===== config.mk =====
export PLATFORM = sky130hd
export DESIGN_NAME = lru_page_replacement
export DESIGN_NICKNAME = d
export VERILOG_FILES = /design/src/rtl/core/lru_pkg.sv /design/src/rtl/core/lru_ram.sv /design/src/rtl/core/lru_scan.sv /design/src/rtl/core/lru_page_replacement.sv
export SDC_FILE = /design/constraint.sdc
export NUM_CORES = 1
export LEC_CHECK = 0
export BUFFER_PORTS_ARGS = -buffer_cell sky130_fd_sc_hd__buf_2
export CAP_MARGIN = 10
export CELL_PAD_IN_SITES_DETAIL_PLACEMENT = 1
export CELL_PAD_IN_SITES_GLOBAL_PLACEMENT = 1
export CORE_MARGIN = 2
export CORE_UTILIZATION = 29
export DETAILED_ROUTE_END_ITERATION = 8
export PLACE_DENSITY_LB_ADDON = 0.25
export SLEW_MARGIN = 20
export SYNTH_ARGS = -nofsm -noshare
export SYNTH_HDL_FRONTEND = slang
export SYNTH_HIERARCHICAL = 1
export SYNTH_SLANG_ARGS = --single-unit

===== constraint.sdc =====
create_clock -name clk -period 3.9 [get_ports clk]
set_clock_uncertainty 0.1 [all_clocks]
set_input_delay 0.585 -clock clk [delete_from_list [all_inputs] [get_ports clk]]
set_output_delay 0.585 -clock clk [all_outputs]
set_load 0.02 [all_outputs]

===== src/rtl/core/lru_pkg.sv =====
package lru_pkg;

  // Fixed field widths of the reference and result items.
  localparam int PAGE_W  = 4;
  localparam int STAMP_W = 32;
  localparam int CFG_W   = 3;
  localparam int FRAME_W = 2;

  // Reset value of the frame-count register.
  localparam logic [CFG_W-1:0]   CFG_RESET = 3'd4;
  // Saturation value of the tick and fault counters.
  localparam logic [STAMP_W-1:0] STAMP_MAX = '1;

  // Sequencer states.
  typedef enum logic [1:0] {
    ST_IDLE,
    ST_SCAN,
    ST_DECIDE
  } st_t;

  // Flags that the frame scan unit reports to the sequencer.
  typedef struct packed {
    logic hit_found;
    logic empty_found;
  } scan_flags_t;

endpackage


===== src/rtl/core/lru_ram.sv =====
module lru_ram #(
  parameter int WIDTH = 8,
  parameter int DEPTH = 4,
  parameter int AW    = (DEPTH > 1) ? $clog2(DEPTH) : 1
) (
  input  logic             clk,
  input  logic             we,
  input  logic [AW-1:0]    waddr,
  input  logic [WIDTH-1:0] wdata,
  input  logic [AW-1:0]    raddr,
  output logic [WIDTH-1:0] rdata
);

  logic [WIDTH-1:0] mem [DEPTH];

  // One write port and one read port with registered read data.
  always_ff @(posedge clk) begin
    if (we) begin
      mem[waddr] <= wdata;
    end
    rdata <= mem[raddr];
  end

endmodule


===== src/rtl/core/lru_scan.sv =====
module lru_scan #(
  parameter int IDX_W = 2
) (
  input  logic                             clk,
  input  logic                             rst,
  input  logic                             clr,
  input  logic                             en,
  input  logic [IDX_W-1:0]                 idx,
  input  logic [lru_pkg::PAGE_W-1:0]       page,
  input  logic [lru_pkg::STAMP_W-1:0]      stamp,
  input  logic [lru_pkg::PAGE_W-1:0]       target,
  output lru_pkg::scan_flags_t             flags,
  output logic [IDX_W-1:0]                 hit_idx,
  output logic [IDX_W-1:0]                 empty_idx,
  output logic [IDX_W-1:0]                 best_idx,
  output logic [lru_pkg::PAGE_W-1:0]       best_page
);
  import lru_pkg::*;

  logic               have_best;
  logic [STAMP_W-1:0] best_stamp;
  logic               older;

  // The single shared comparator: a strictly older stamp replaces the candidate,
  // so the lowest frame index wins ties.
  assign older = !have_best || (stamp < best_stamp);

  // Flags are cleared at the start of each reference.
  always_ff @(posedge clk) begin
    if (rst || clr) begin
      flags     <= '0;
      have_best <= 1'b0;
    end else if (en) begin
      if (!flags.hit_found && page == target) begin
        flags.hit_found <= 1'b1;
      end
      if (!flags.empty_found && page == '0) begin
        flags.empty_found <= 1'b1;
      end
      if (older) begin
        have_best <= 1'b1;
      end
    end
  end

  // Candidate indices, page and stamp follow the flags.
  always_ff @(posedge clk) begin
    if (en) begin
      if (!flags.hit_found && page == target) begin
        hit_idx <= idx;
      end
      if (!flags.empty_found && page == '0) begin
        empty_idx <= idx;
      end
      if (older) begin
        best_stamp <= stamp;
        best_idx   <= idx;
        best_page  <= page;
      end
    end
  end

endmodule


===== src/rtl/core/lru_page_replacement.sv =====
// Channel   Signals                          Direction  Transfer
// request   start, busy, page                in         start high while busy low
// result    done, hit, frame, evicted_valid, out        done high for one cycle
//           evicted_page, fault_count, bad_page
// config    cfg_valid, cfg_ready, cfg_data   in         cfg_valid and cfg_ready high
//
// A valid reference scans each active frame through the frame table RAM, feeds the
// frame and timestamp read pipeline, waits to see that pipeline empty, and then
// does the update. busy falls as done rises.
// A bad page number gives done in the next cycle and never raises busy.
// Reset is synchronous; it empties all frames and clears stamps at once through
// valid bits, and clears the counters. The receiver cannot stall: each result shows once.
module lru_page_replacement #(
  parameter int MAX_FRAMES = 4,
  parameter int NUM_PAGES  = 8
) (
  input  logic                          clk,
  input  logic                          rst,
  input  logic                          start,
  output logic                          busy,
  input  logic [lru_pkg::PAGE_W-1:0]    page,
  output logic                          done,
  output logic                          hit,
  output logic [lru_pkg::FRAME_W-1:0]   frame,
  output logic                          evicted_valid,
  output logic [lru_pkg::PAGE_W-1:0]    evicted_page,
  output logic [lru_pkg::STAMP_W-1:0]   fault_count,
  output logic                          bad_page,
  input  logic                          cfg_valid,
  output logic                          cfg_ready,
  input  logic [lru_pkg::CFG_W-1:0]     cfg_data
);
  import lru_pkg::*;

  localparam int FAW = (MAX_FRAMES > 1) ? $clog2(MAX_FRAMES) : 1;
  localparam int FCW = $clog2(MAX_FRAMES + 1);
  localparam int PAW = $clog2(NUM_PAGES);
  localparam logic [8:0] NP9   = 9'(NUM_PAGES);
  localparam logic [7:0] MAXF8 = 8'(MAX_FRAMES);

  st_t state, state_next;

  logic [CFG_W-1:0]     frames_in_use;
  logic [FCW-1:0]       n_act;
  logic [FCW-1:0]       rd_idx;
  logic [PAGE_W-1:0]    req_page;
  logic [STAMP_W-1:0]   tick;
  logic [STAMP_W-1:0]   faults;
  logic [MAX_FRAMES-1:0] fvalid;
  logic [NUM_PAGES-1:0]  svalid;

  // Read pipeline: stage 1 holds frame data, stage 2 holds the stamp.
  logic                 p1_vld, p2_vld;
  logic [FAW-1:0]       p1_idx, p2_idx;
  logic                 fv_q, sv_q;
  logic [PAGE_W-1:0]    p2_page;

  logic [PAGE_W-1:0]    f_rdata;
  logic [STAMP_W-1:0]   s_rdata;
  logic [PAGE_W-1:0]    p1_page;
  logic [PAW-1:0]       s_raddr;
  logic [PAW-1:0]       s_waddr;
  logic [STAMP_W-1:0]   p2_stamp;

  logic                 accept, is_bad, issue, decide, drained;
  logic [7:0]           cfg8, n8;

  scan_flags_t          flags;
  logic [FAW-1:0]       hit_idx, empty_idx, best_idx, slot;
  logic [PAGE_W-1:0]    best_page;
  logic [FAW+1:0]       slot_ext;
  logic                 miss;
  logic [STAMP_W-1:0]   faults_inc;

  // Page number to stamp RAM address.
  function automatic logic [PAW-1:0] page_addr(input logic [PAGE_W-1:0] p);
    logic [PAGE_W+PAW-1:0] wide;
    wide = {{PAW{1'b0}}, p - 4'd1};
    return wide[PAW-1:0];
  endfunction

  assign busy      = (state != ST_IDLE);
  assign cfg_ready = 1'b1;
  assign accept    = start && !busy;
  assign is_bad    = (page == '0) || ({5'b0, page} > NP9);

  // Frame count clamped to the range 1 to MAX_FRAMES.
  assign cfg8 = {5'b0, frames_in_use};
  always_comb begin
    priority if (cfg8 == 8'd0) begin
      n8 = 8'd1;
    end else if (cfg8 > MAXF8) begin
      n8 = MAXF8;
    end else begin
      n8 = cfg8;
    end
  end

  // Stage 1 page and the stamp read it triggers.
  assign p1_page  = fv_q ? f_rdata : '0;
  assign s_raddr  = page_addr(p1_page);
  assign s_waddr  = page_addr(req_page);
  assign p2_stamp = sv_q ? s_rdata : '0;
  assign drained  = (rd_idx == n_act) && !p1_vld && !p2_vld;

  // Next-state logic.
  always_comb begin
    state_next = state;
    unique case (state)
      ST_IDLE: begin
        if (accept && !is_bad) begin
          state_next = ST_SCAN;
        end
      end
      ST_SCAN: begin
        if (drained) begin
          state_next = ST_DECIDE;
        end
      end
      ST_DECIDE: state_next = ST_IDLE;
      default:   state_next = ST_IDLE;
    endcase
  end

  // Sequencer outputs.
  always_comb begin
    issue  = 1'b0;
    decide = 1'b0;
    unique case (state)
      ST_IDLE:   ;
      ST_SCAN:   issue = (rd_idx != n_act);
      ST_DECIDE: decide = 1'b1;
      default:   ;
    endcase
  end

  // Replacement choice: hit frame, else first empty frame, else oldest frame.
  always_comb begin
    priority if (flags.hit_found) begin
      slot = hit_idx;
    end else if (flags.empty_found) begin
      slot = empty_idx;
    end else begin
      slot = best_idx;
    end
  end
  assign miss       = !flags.hit_found;
  assign slot_ext   = {2'b00, slot};
  assign faults_inc = (faults != STAMP_MAX) ? faults + 32'd1 : faults;

  // Control registers.
  always_ff @(posedge clk) begin
    if (rst) begin
      state         <= ST_IDLE;
      frames_in_use <= CFG_RESET;
      tick          <= '0;
      faults        <= '0;
      fvalid        <= '0;
      svalid        <= '0;
      p1_vld        <= 1'b0;
      p2_vld        <= 1'b0;
      rd_idx        <= '0;
      done          <= 1'b0;
    end else begin
      state  <= state_next;
      done   <= decide || (accept && is_bad);
      p1_vld <= issue;
      p2_vld <= p1_vld;
      if (cfg_valid && cfg_ready) begin
        frames_in_use <= cfg_data;
      end
      if (accept) begin
        rd_idx <= '0;
      end else if (issue) begin
        rd_idx <= rd_idx + 1'b1;
      end
      if (decide) begin
        svalid[s_waddr] <= 1'b1;
        tick         <= (tick != STAMP_MAX) ? tick + 32'd1 : tick;
        if (miss) begin
          faults       <= faults_inc;
          fvalid[slot] <= 1'b1;
        end
      end
    end
  end

  // Payload and pipeline registers.
  always_ff @(posedge clk) begin
    if (accept) begin
      req_page <= page;
      n_act    <= n8[FCW-1:0];
      if (is_bad) begin
        hit           <= 1'b0;
        frame         <= '0;
        evicted_valid <= 1'b0;
        evicted_page  <= '0;
        fault_count   <= faults;
        bad_page      <= 1'b1;
      end
    end
    if (issue) begin
      fv_q   <= fvalid[rd_idx[FAW-1:0]];
      p1_idx <= rd_idx[FAW-1:0];
    end
    if (p1_vld) begin
      sv_q    <= (p1_page != '0) && svalid[s_raddr];
      p2_idx  <= p1_idx;
      p2_page <= p1_page;
    end
    if (decide) begin
      hit           <= flags.hit_found;
      frame         <= slot_ext[FRAME_W-1:0];
      evicted_valid <= miss && !flags.empty_found;
      evicted_page  <= (miss && !flags.empty_found) ? best_page : '0;
      fault_count   <= miss ? faults_inc : faults;
      bad_page      <= 1'b0;
    end
  end

  // Resident page per frame.
  lru_ram #(
    .WIDTH (PAGE_W),
    .DEPTH (MAX_FRAMES),
    .AW    (FAW)
  ) u_frame_ram (
    .clk   (clk),
    .we    (decide && miss),
    .waddr (slot),
    .wdata (req_page),
    .raddr (rd_idx[FAW-1:0]),
    .rdata (f_rdata)
  );

  // Last-use stamp per page.
  lru_ram #(
    .WIDTH (STAMP_W),
    .DEPTH (NUM_PAGES),
    .AW    (PAW)
  ) u_stamp_ram (
    .clk   (clk),
    .we    (decide),
    .waddr (s_waddr),
    .wdata (tick),
    .raddr (s_raddr),
    .rdata (s_rdata)
  );

  // Hit, empty and oldest-stamp search over the scanned frames.
  lru_scan #(
    .IDX_W (FAW)
  ) u_scan (
    .clk       (clk),
    .rst       (rst),
    .clr       (accept),
    .en        (p2_vld),
    .idx       (p2_idx),
    .page      (p2_page),
    .stamp     (p2_stamp),
    .target    (req_page),
    .flags     (flags),
    .hit_idx   (hit_idx),
    .empty_idx (empty_idx),
    .best_idx  (best_idx),
    .best_page (best_page)
  );

  // A result appears only after an update or a rejected page number.
  a_done_source: assert property (@(posedge clk) disable iff (rst)
    done |-> ($past(state) == ST_DECIDE) || $past(accept))
    else $error("result without an update or a rejected reference");

  // A hit never evicts a page.
  a_hit_no_evict: assert property (@(posedge clk) disable iff (rst)
    done && hit |-> !evicted_valid)
    else $error("hit reported together with an eviction");

  // A rejected page leaves the frame fields clear.
  a_bad_clear: assert property (@(posedge clk) disable iff (rst)
    done && bad_page |-> !hit && !evicted_valid && frame == '0)
    else $error("rejected reference carries frame information");

  // The fault counter never goes backward.
  a_faults_mono: assert property (@(posedge clk) disable iff (rst)
    !$past(rst) |-> faults >= $past(faults))
    else $error("fault counter decreased");

endmodule

==> results.md, run 1 <==
Floorplanning:
- The die extent in x is 266.5 µm.
- The core region is 68350 µm².
- During I/O placement, the number of pins put on the boundary was 55.
- The die area is 71010 µm².
- The effective utilization at floorplan is 0.2923.
- The chip height is 266.5 µm.
- The initialized floorplan defines 96 standard-cell rows.

Synth:
- The share of the Yosys chip area taken by registers is 0.6849.
- The leading area contributor after synthesis is edfxtp_1.
- The most frequently used flop master after synthesis is edfxtp_1.
- The netlist uses 64 different library cells.
- The post-synthesis async set-or-reset flop share is 0.
- The cell count after synthesis came out at 1269.
- Yosys mapped a number of flops with a built-in enable equal to 371.
- The flop and latch count out of synthesis is 498.
- By area the synthesized netlist is led by edfxtp_1 56%, dfxtp_1 13%, mux4_1 5.8%.
- For this run, the number of Yosys warnings is 6.
- The number of nets in the synthesized netlist is 1319.
- The average cell area after synthesis is 15.74 µm².
- The post-synthesis instance area is 19980 µm².
- The share of the synthesized area in the top cell type is 0.5576.

Clock tree:
- Clock tree synthesis selected as its root buffer the cell clkbuf_16.
- The number of gates resized after CTS was 0.
- The insertion delay of the later-clocked pin in the worst-skew pair is 600 ps.
- Once the clock tree was built, the setup fixing pass inserted 0 buffers.
- The clock sink total is 498.
- The clock-pin slew of the registers on the worst-case setup and hold paths is 60 ps.
- TritonCTS built the clock tree.
- The number of H-tree branching levels is 2.
- No sink is reached through more buffers than the 3 on the longest clock path.
- For this design, the CTS-stage hold fixing added 0 buffers.
- The number of buffers added by the clock tree synthesis step is 54.

Timing:
- The number of slew-limit violations in the final report was 0.
- Setup repair after global routing left no endpoint under its margin.
- The worst slew margin relative to its limit is 0.3171.
- Dividing the final minimum period by the clock period gives 0.7747.
- The total setup violations reported at the end of the flow is 0.
- For the finished layout, the period the worst path requires is 3021 ps.
- The number of hold violations in the final report is 0.
- Adding up every negative setup slack in the final design gives 0 ps.
- Based on the critical path, the design can be clocked at up to 0.3310 GHz.
- At the pin with the least slew margin, the transition time is 1021 ps.

Worst setup path:
- The reg2reg setup slack is 880 ps.
- The critical path endpoint category is a register.
- The number of cells on the worst reg-to-reg path is 8.
- STA classifies the critical path startpoint as a register.
- The category of the most critical setup path is register to register.
- STA puts the critical path data required time at 4070 ps.
- In this run the worst path has a maximum fanout of 38.
- The arrival time at the worst endpoint is 3190 ps.
- Tracing the worst setup path back leads to its startpoint at sv_q.
- In this run the critical register-to-register path is launched from sv_q.
- The worst register-to-register path ends at u_scan/best_stamp[18].

Hold path:
- The startpoint identified for the worst hold timing path is page[2].
- The depth of the worst hold-timing path is 1.
- The endpoint of the worst hold path is req_page[2].
- The worst hold path class is input port to register.

Place:
- The cell area after placement is 21500 µm².
- The number of buffers added on ports is 53.
- The wire-length estimate of the detail-placed layout is 28490 µm.
- The routability-driven placement congestion ratio is 0.7275.

Run status:
- The flow ran to the end, and the final reports show no timing, DRC or antenna violations.

Power and ir drop:
- The maximum resistive drop on vdd is 0.3391 mV.
- For this design the static power due to leakage is 8.051 nW.
- Power spread over the standard cell area amounts to 478.5 nW/µm².

Detailed routing:
- After detailed routing, the average wire length per cell comes to 19.38 µm.
- The first detailed-routing pass took 4 iterations.
- The detailed-route DRC error count is 0.
- The number of violations reported at the end of detailed-routing iteration 0 is 589.
- The vias per cell is 4.782.
- The vias after detailed routing is 10.95k.
- The number of nets with antenna violations after routing is 0.
- Summed over all layers, the routed wires come to 44380 µm.

Cells and area:
- The share of final-layout standard cells stronger than drive strength 1 is 0.1805.
- Leaving out fill and tap cells, the most frequent cell in the layout is edfxtp_1.
- The area added between synthesis and finish is 16.01%.
- The cell area after layout is 23180 µm².
- The number of fill cells in the layout is 6973.
- After the last flow step, the layout net total stands at 1412.
- In the layout the commonest cells are 371 x edfxtp_1, 127 x dfxtp_1, 56 x a21oi_1, 55 x and2_1.

Global route:
- The all-layer global routing usage is 0.1273.
- The first global-routing pass estimated 70010 µm of wire.
- Global routing finished with a remaining overflow of 0.
- The initial antenna violation count was 2.
- The number of global-route vias before repair was 11.87k.
- Entering global routing, the biggest net connects 57 pins.

Job:
- The number of max-cap violations is 0.
cell type report:
| type | count | area (µm²) | area share |
|---|---|---|---|
| antenna | 1 | 2.502 | 0.0001080 |
| sequential | 498 | 13680 | 0.5904 |
| clock inverter | 16 | 147.6 | 0.006370 |
| inverter | 56 | 210.2 | 0.009069 |
| tap | 882 | 1104 | 0.04761 |
| clock buffer | 85 | 1518 | 0.06548 |
| multi-input combinational | 672 | 5969 | 0.2576 |
| timing repair buffer | 80 | 543.0 | 0.02343 |
metrics by stage:
step | utilization | power (mW) | setup slack [ps] | hold slack, ps | std cells
floorplan | - | 6.207 | 131.7 | 300.3 | 1269
global placement | 0.3146 | 6.377 | 776.9 | 301.1 | 2188
detailed placement | 0.3146 | 6.384 | 788.6 | 310.5 | 2188
CTS | 0.3390 | 11.26 | 779.0 | 38.27 | 2289
global route | 0.3391 | 11.51 | 604.8 | 47.65 | 2289
finish | 0.3391 | 11.09 | 878.5 | 71.32 | 2290
report_power, final:
group | switching, mW | total (mW) | internal (mW)
clock | 2.03 | 4.83 | 2.80
sequential | 0.0454 | 5.78 | 5.74
combinational | 0.282 | 0.477 | 0.194
routing by layer:
layer | vias up | GRT usage | share of wire
li1 | 5117 | - | -
met5 | - | 0 | 0
met3 | 69 | 0.02519 | 0.039
met4 | 0 | 0.03614 | 0.023
met2 | 154 | 0.2113 | 0.48
met1 | 5610 | 0.1691 | 0.46
registers in the layout (all words and copies together) (netlist names), 4 cells and up:
register,flops
evicted_page,4
req_page,4
u_stamp_ram/mem,256
u_scan/best_stamp,32
u_frame_ram/mem,16
svalid,8
fault_count,32
faults,32
u_scan/best_page,4
tick,32
fvalid,4
u_frame_ram/rdata,4
u_stamp_ram/rdata,32
p2_page,4
kinds of logic after synthesis:
logic type / after synthesis / share of synthesized area
and+or+nand+nor: 343 / 0.09594
DFF: 498 / 0.6849
muxes: 123 / 0.1172
AOI/OAI and AO/OA: 133 / 0.04108
other: 1 / 0.0001877
buffers and inverters: 99 / 0.02186
xor gates and xnor gates: 33 / 0.01447
adders and majority gates: 39 / 0.02442
worst max path at each step:
stage	to	slack, ps
final	u_scan/best_stamp[18]	880
after global routing	u_scan/best_stamp[18]	600
after CTS	u_scan/best_stamp[17]	780
after detailed placement	u_scan/best_stamp[5]	790
after global placement	u_scan/best_stamp[4]	780
after floorplan	u_scan/best_idx[0]	130
cells in the mapped netlist, drive strengths merged (22+ instances only):
cell,n
nand4,22
dfxtp,127
ha,39
mux2,45
inv,54
and2,56
a21oi,56
mux4,71
or3,24
edfxtp,371
nor2,60
o21ai,27
nand2,53
nand3,35
clkbuf,23
critical path, stage by stage, from the launching register on:
cell and delay, ps:
edfxtp_1 660, and2_1 270, ha_1 330, nand4_1 130
nor3_2 70, a221oi_1 280, o211ai_1 250, a211oi_4 300
buf_12 290
Note: power is estimated with default switching activity, not from simulation.
==> run 2: changes to the inputs <==
clock period = 2.9 ns   (was 3.9 ns; I/O delays follow)
==> results.md, run 2 (synthesized netlist as in run 1, its figures left out) <==
Clock tree:
- The worst-case clock buffer depth is 3 (unchanged).
- The clock sink total came to 498 (unchanged).
- The clock tree root driver cell is clkbuf_16 (unchanged).
- The TritonCTS clock tree is yes (unchanged).
- The number of buffers added by the clock tree synthesis step is 54 (unchanged).
- The total of cells resized after clock tree synthesis is 0 (unchanged).
- The insertion delay of the later-clocked pin in the worst-skew pair is 600 ps (about the same).
- The clock-pin slew of the registers on the worst-case setup and hold paths is 60 ps (about the same).
- The number of H-tree branching levels came to 2 (unchanged).

Timing:
- The worst slew margin relative to its limit is 0.5687 (was 0.3171).
- The slew at the pin closest to its max-slew limit is 645.6 ps (was 1021 ps).
- The final-layout setup total negative slack came to 0 ps (unchanged).
- The maximum clock frequency was 0.3594 GHz (was 0.3310 GHz).
- The number of slew-limit violations in the final report is 0 (unchanged).
- The minimum clock period is 2782 ps (was 3021 ps).
- The number of hold violations in the final report is 0 (unchanged).
- Setup repair after global routing missed its margin: no (unchanged).
- The total setup violations reported at the end of the flow is 0 (unchanged).
- The post-route fraction of the period consumed by the critical path is 0.9594 (was 0.7747).

Worst setup path:
- The beginning of the critical path is sv_q (unchanged).
- The worst path buffer plus inverter count was 3 (was 1).
- The largest fanout on the critical path is 24 (was 38).
- The required time at the worst-slack endpoint is 3100 ps (was 4070 ps).
- The cell family with the largest share of critical-path delay is compound AO/OA/AOI/OAI gates (unchanged).
- The arrival time at the worst endpoint is 2990 ps (was 3190 ps).
- The master of the slowest instance on the critical path was edfxtp_1 (unchanged).
- The category of the most critical setup path is register to register (unchanged).
- The kind of launch point of the worst setup path is a register (unchanged).
- Critical path cell sequence: buf_12 > and2_4 > ha_4 > o21a_1 > o2111ai_1 > o21a_1 > o211ai_1 > a211oi_4 > buf_4 > buf_12 (was and2_1 > ha_1 > nand4_1 > nor3_2 > a221oi_1 > o211ai_1 > a211oi_4 > buf_12).
- The critical path endpoint category is a register (unchanged).
- The startpoint of the worst register-to-register path was sv_q (unchanged).
- The largest stage delay on the critical path is 430 ps (was 660 ps).

Global route:
- The all-layer global routing usage was 0.1323 (was 0.1273).
- The largest net degree at the start of global routing is 84 (was 57).
- The number of global-route vias before repair is 11.90k (was 11.87k).
- The total congestion overflow is 0 (unchanged).
- The initial antenna violation count is 2 (unchanged).
- The first-pass GRT wire length is 72150 µm (was 70010 µm).

Cells and area:
- The number of antenna repair diodes is 0 (was 1).
- Commonest non-fill, non-tap cells in the layout: 371 x edfxtp_1, 127 x dfxtp_1, 56 x a21oi_1, 56 x clkbuf_16, 54 x inv_1 (was 371 x edfxtp_1, 127 x dfxtp_1, 56 x a21oi_1, 55 x and2_1).
- The final standard cell utilization of the core is 0.3477 (was 0.3391).
- The number of standard cells in the final layout excluding fillers is 2332 (was 2290).
- The number of flip-flops under the largest register name is 256 (unchanged).
- The number of fill cells in the layout is 6953 (was 6973).
- The area added between synthesis and finish is 18.96% (was 16.01%).
- The share of final-layout standard cells stronger than drive strength 1 is 0.2117 (was 0.1805).
- The number of nets in the final layout is 1456 (was 1412).
- The most common cell after layout, fill and taps aside is edfxtp_1 (unchanged).
- The register containing the most flip-flops in the final layout was u_stamp_ram/mem (unchanged).
- The cell area after layout is 23770 µm² (was 23180 µm²).

Detailed routing:
- The detailed-route DRC error count is 0 (unchanged).
- The number of nets with antenna violations after routing is 0 (unchanged).
- The vias after detailed routing is 11.10k (was 10.95k).
- The total wire length after detailed routing is 46370 µm (was 44380 µm).
- The number of iterations in the first detailed-routing pass is 5 (was 4).
- The vias per cell is 4.761 (was 4.782).
- The average wire per standard cell is 19.88 µm (was 19.38 µm).
- The number of violations reported at the end of detailed-routing iteration 0 is 546 (was 589).

Floorplanning:
- The die extent in x is 266.5 µm (unchanged).
- The die area is 71010 µm² (unchanged).
- The effective utilization at floorplan is 0.2923 (unchanged).
- The number of ports placed on the die boundary was 55 (unchanged).
- The chip height was 266.5 µm (unchanged).
- The area of the core is 68350 µm² (unchanged).
- The standard-cell row count is 96 (unchanged).

Hold path:
- The startpoint of the most critical hold path is cfg_valid (was page[2]).
- The worst hold path class was input port to register (unchanged).

Place:
- The half-perimeter wire length after detailed placement was 27480 µm (was 28490 µm).
- The total instance count after detailed placement came to 2221 (was 2188).
- The number of buffers added on ports was 53 (unchanged).
- The routability-driven placement congestion ratio was 0.7273 (was 0.7275).
- The cell area after placement is 21900 µm² (was 21500 µm²).

Power and ir drop:
- The leakage power is 8.380 nW (was 8.051 nW).
- The maximum resistive drop on vdd is 0.4451 mV (was 0.3391 mV).
- The sum of internal, switching and leakage power is 15.23 mW (was 11.09 mW).
- The power per cell area came to 640.8 nW/µm² (was 478.5 nW/µm²).

Job:
- The number of max-cap violations is 0 (unchanged).

Run status:
- Outcome: finished clean (unchanged).
[run 2: where the power goes]
group	internal, mW	switching, mW	total [mW]
clock	3.96	2.82	6.78
combinational	0.289	0.378	0.667
sequential	7.72	0.0672	7.78
[run 2: final timing paths]
check                        end  slack, ps  cells after the start
max reg2reg  u_scan/best_page[0]        120                     10
min reg2reg            p2_idx[0]        320                      0
min             frames_in_use[1]         50                      3
max          u_scan/best_page[0]        120                     10
[run 2: layout make-up]
cell class                 count  area [µm²]  area share
sequential                   498       13680      0.5757
multi-input combinational    672        6002      0.2525
clock buffer                  71        1486     0.06254
tap                          882        1104     0.04643
timing repair buffer         124        1023     0.04306
clock inverter                29       257.7     0.01084
inverter                      56       210.2    0.008844
[run 2: worst register-to-register path, cell delays in order (launching register included)]
cell,delay (ps)
edfxtp_1,430
buf_12,180
and2_4,190
ha_4,230
o21a_1,170
o2111ai_1,200
o21a_1,160
o211ai_1,200
a211oi_4,290
buf_4,180
buf_12,160
[run 2: what timing repair did]
| action | CTS | global route |
|---|---|---|
| setup buffers | 0 | 2 |
| hold endpoints to repair | 7 | 0 |
| hold buffers | 8 | 0 |
| endpoints found under the setup margin | 0 | 24 |
[run 2: through the flow]
stage / setup WS (ps) / hold WS [ps]
floorplan: -471.6 / 300.3
global placement: 96.16 / 305.7
global route: 2.865 / 48.82
detailed placement: 74.35 / 310.8
finish: 117.8 / 54.34
CTS: 55.36 / 9.299
[run 2: per-layer routing]
layer | share of wire | global-route usage
met5 | 0 | 0
met4 | 0.016 | 0.03340
met3 | 0.032 | 0.02067
met2 | 0.49 | 0.2218
met1 | 0.46 | 0.1791
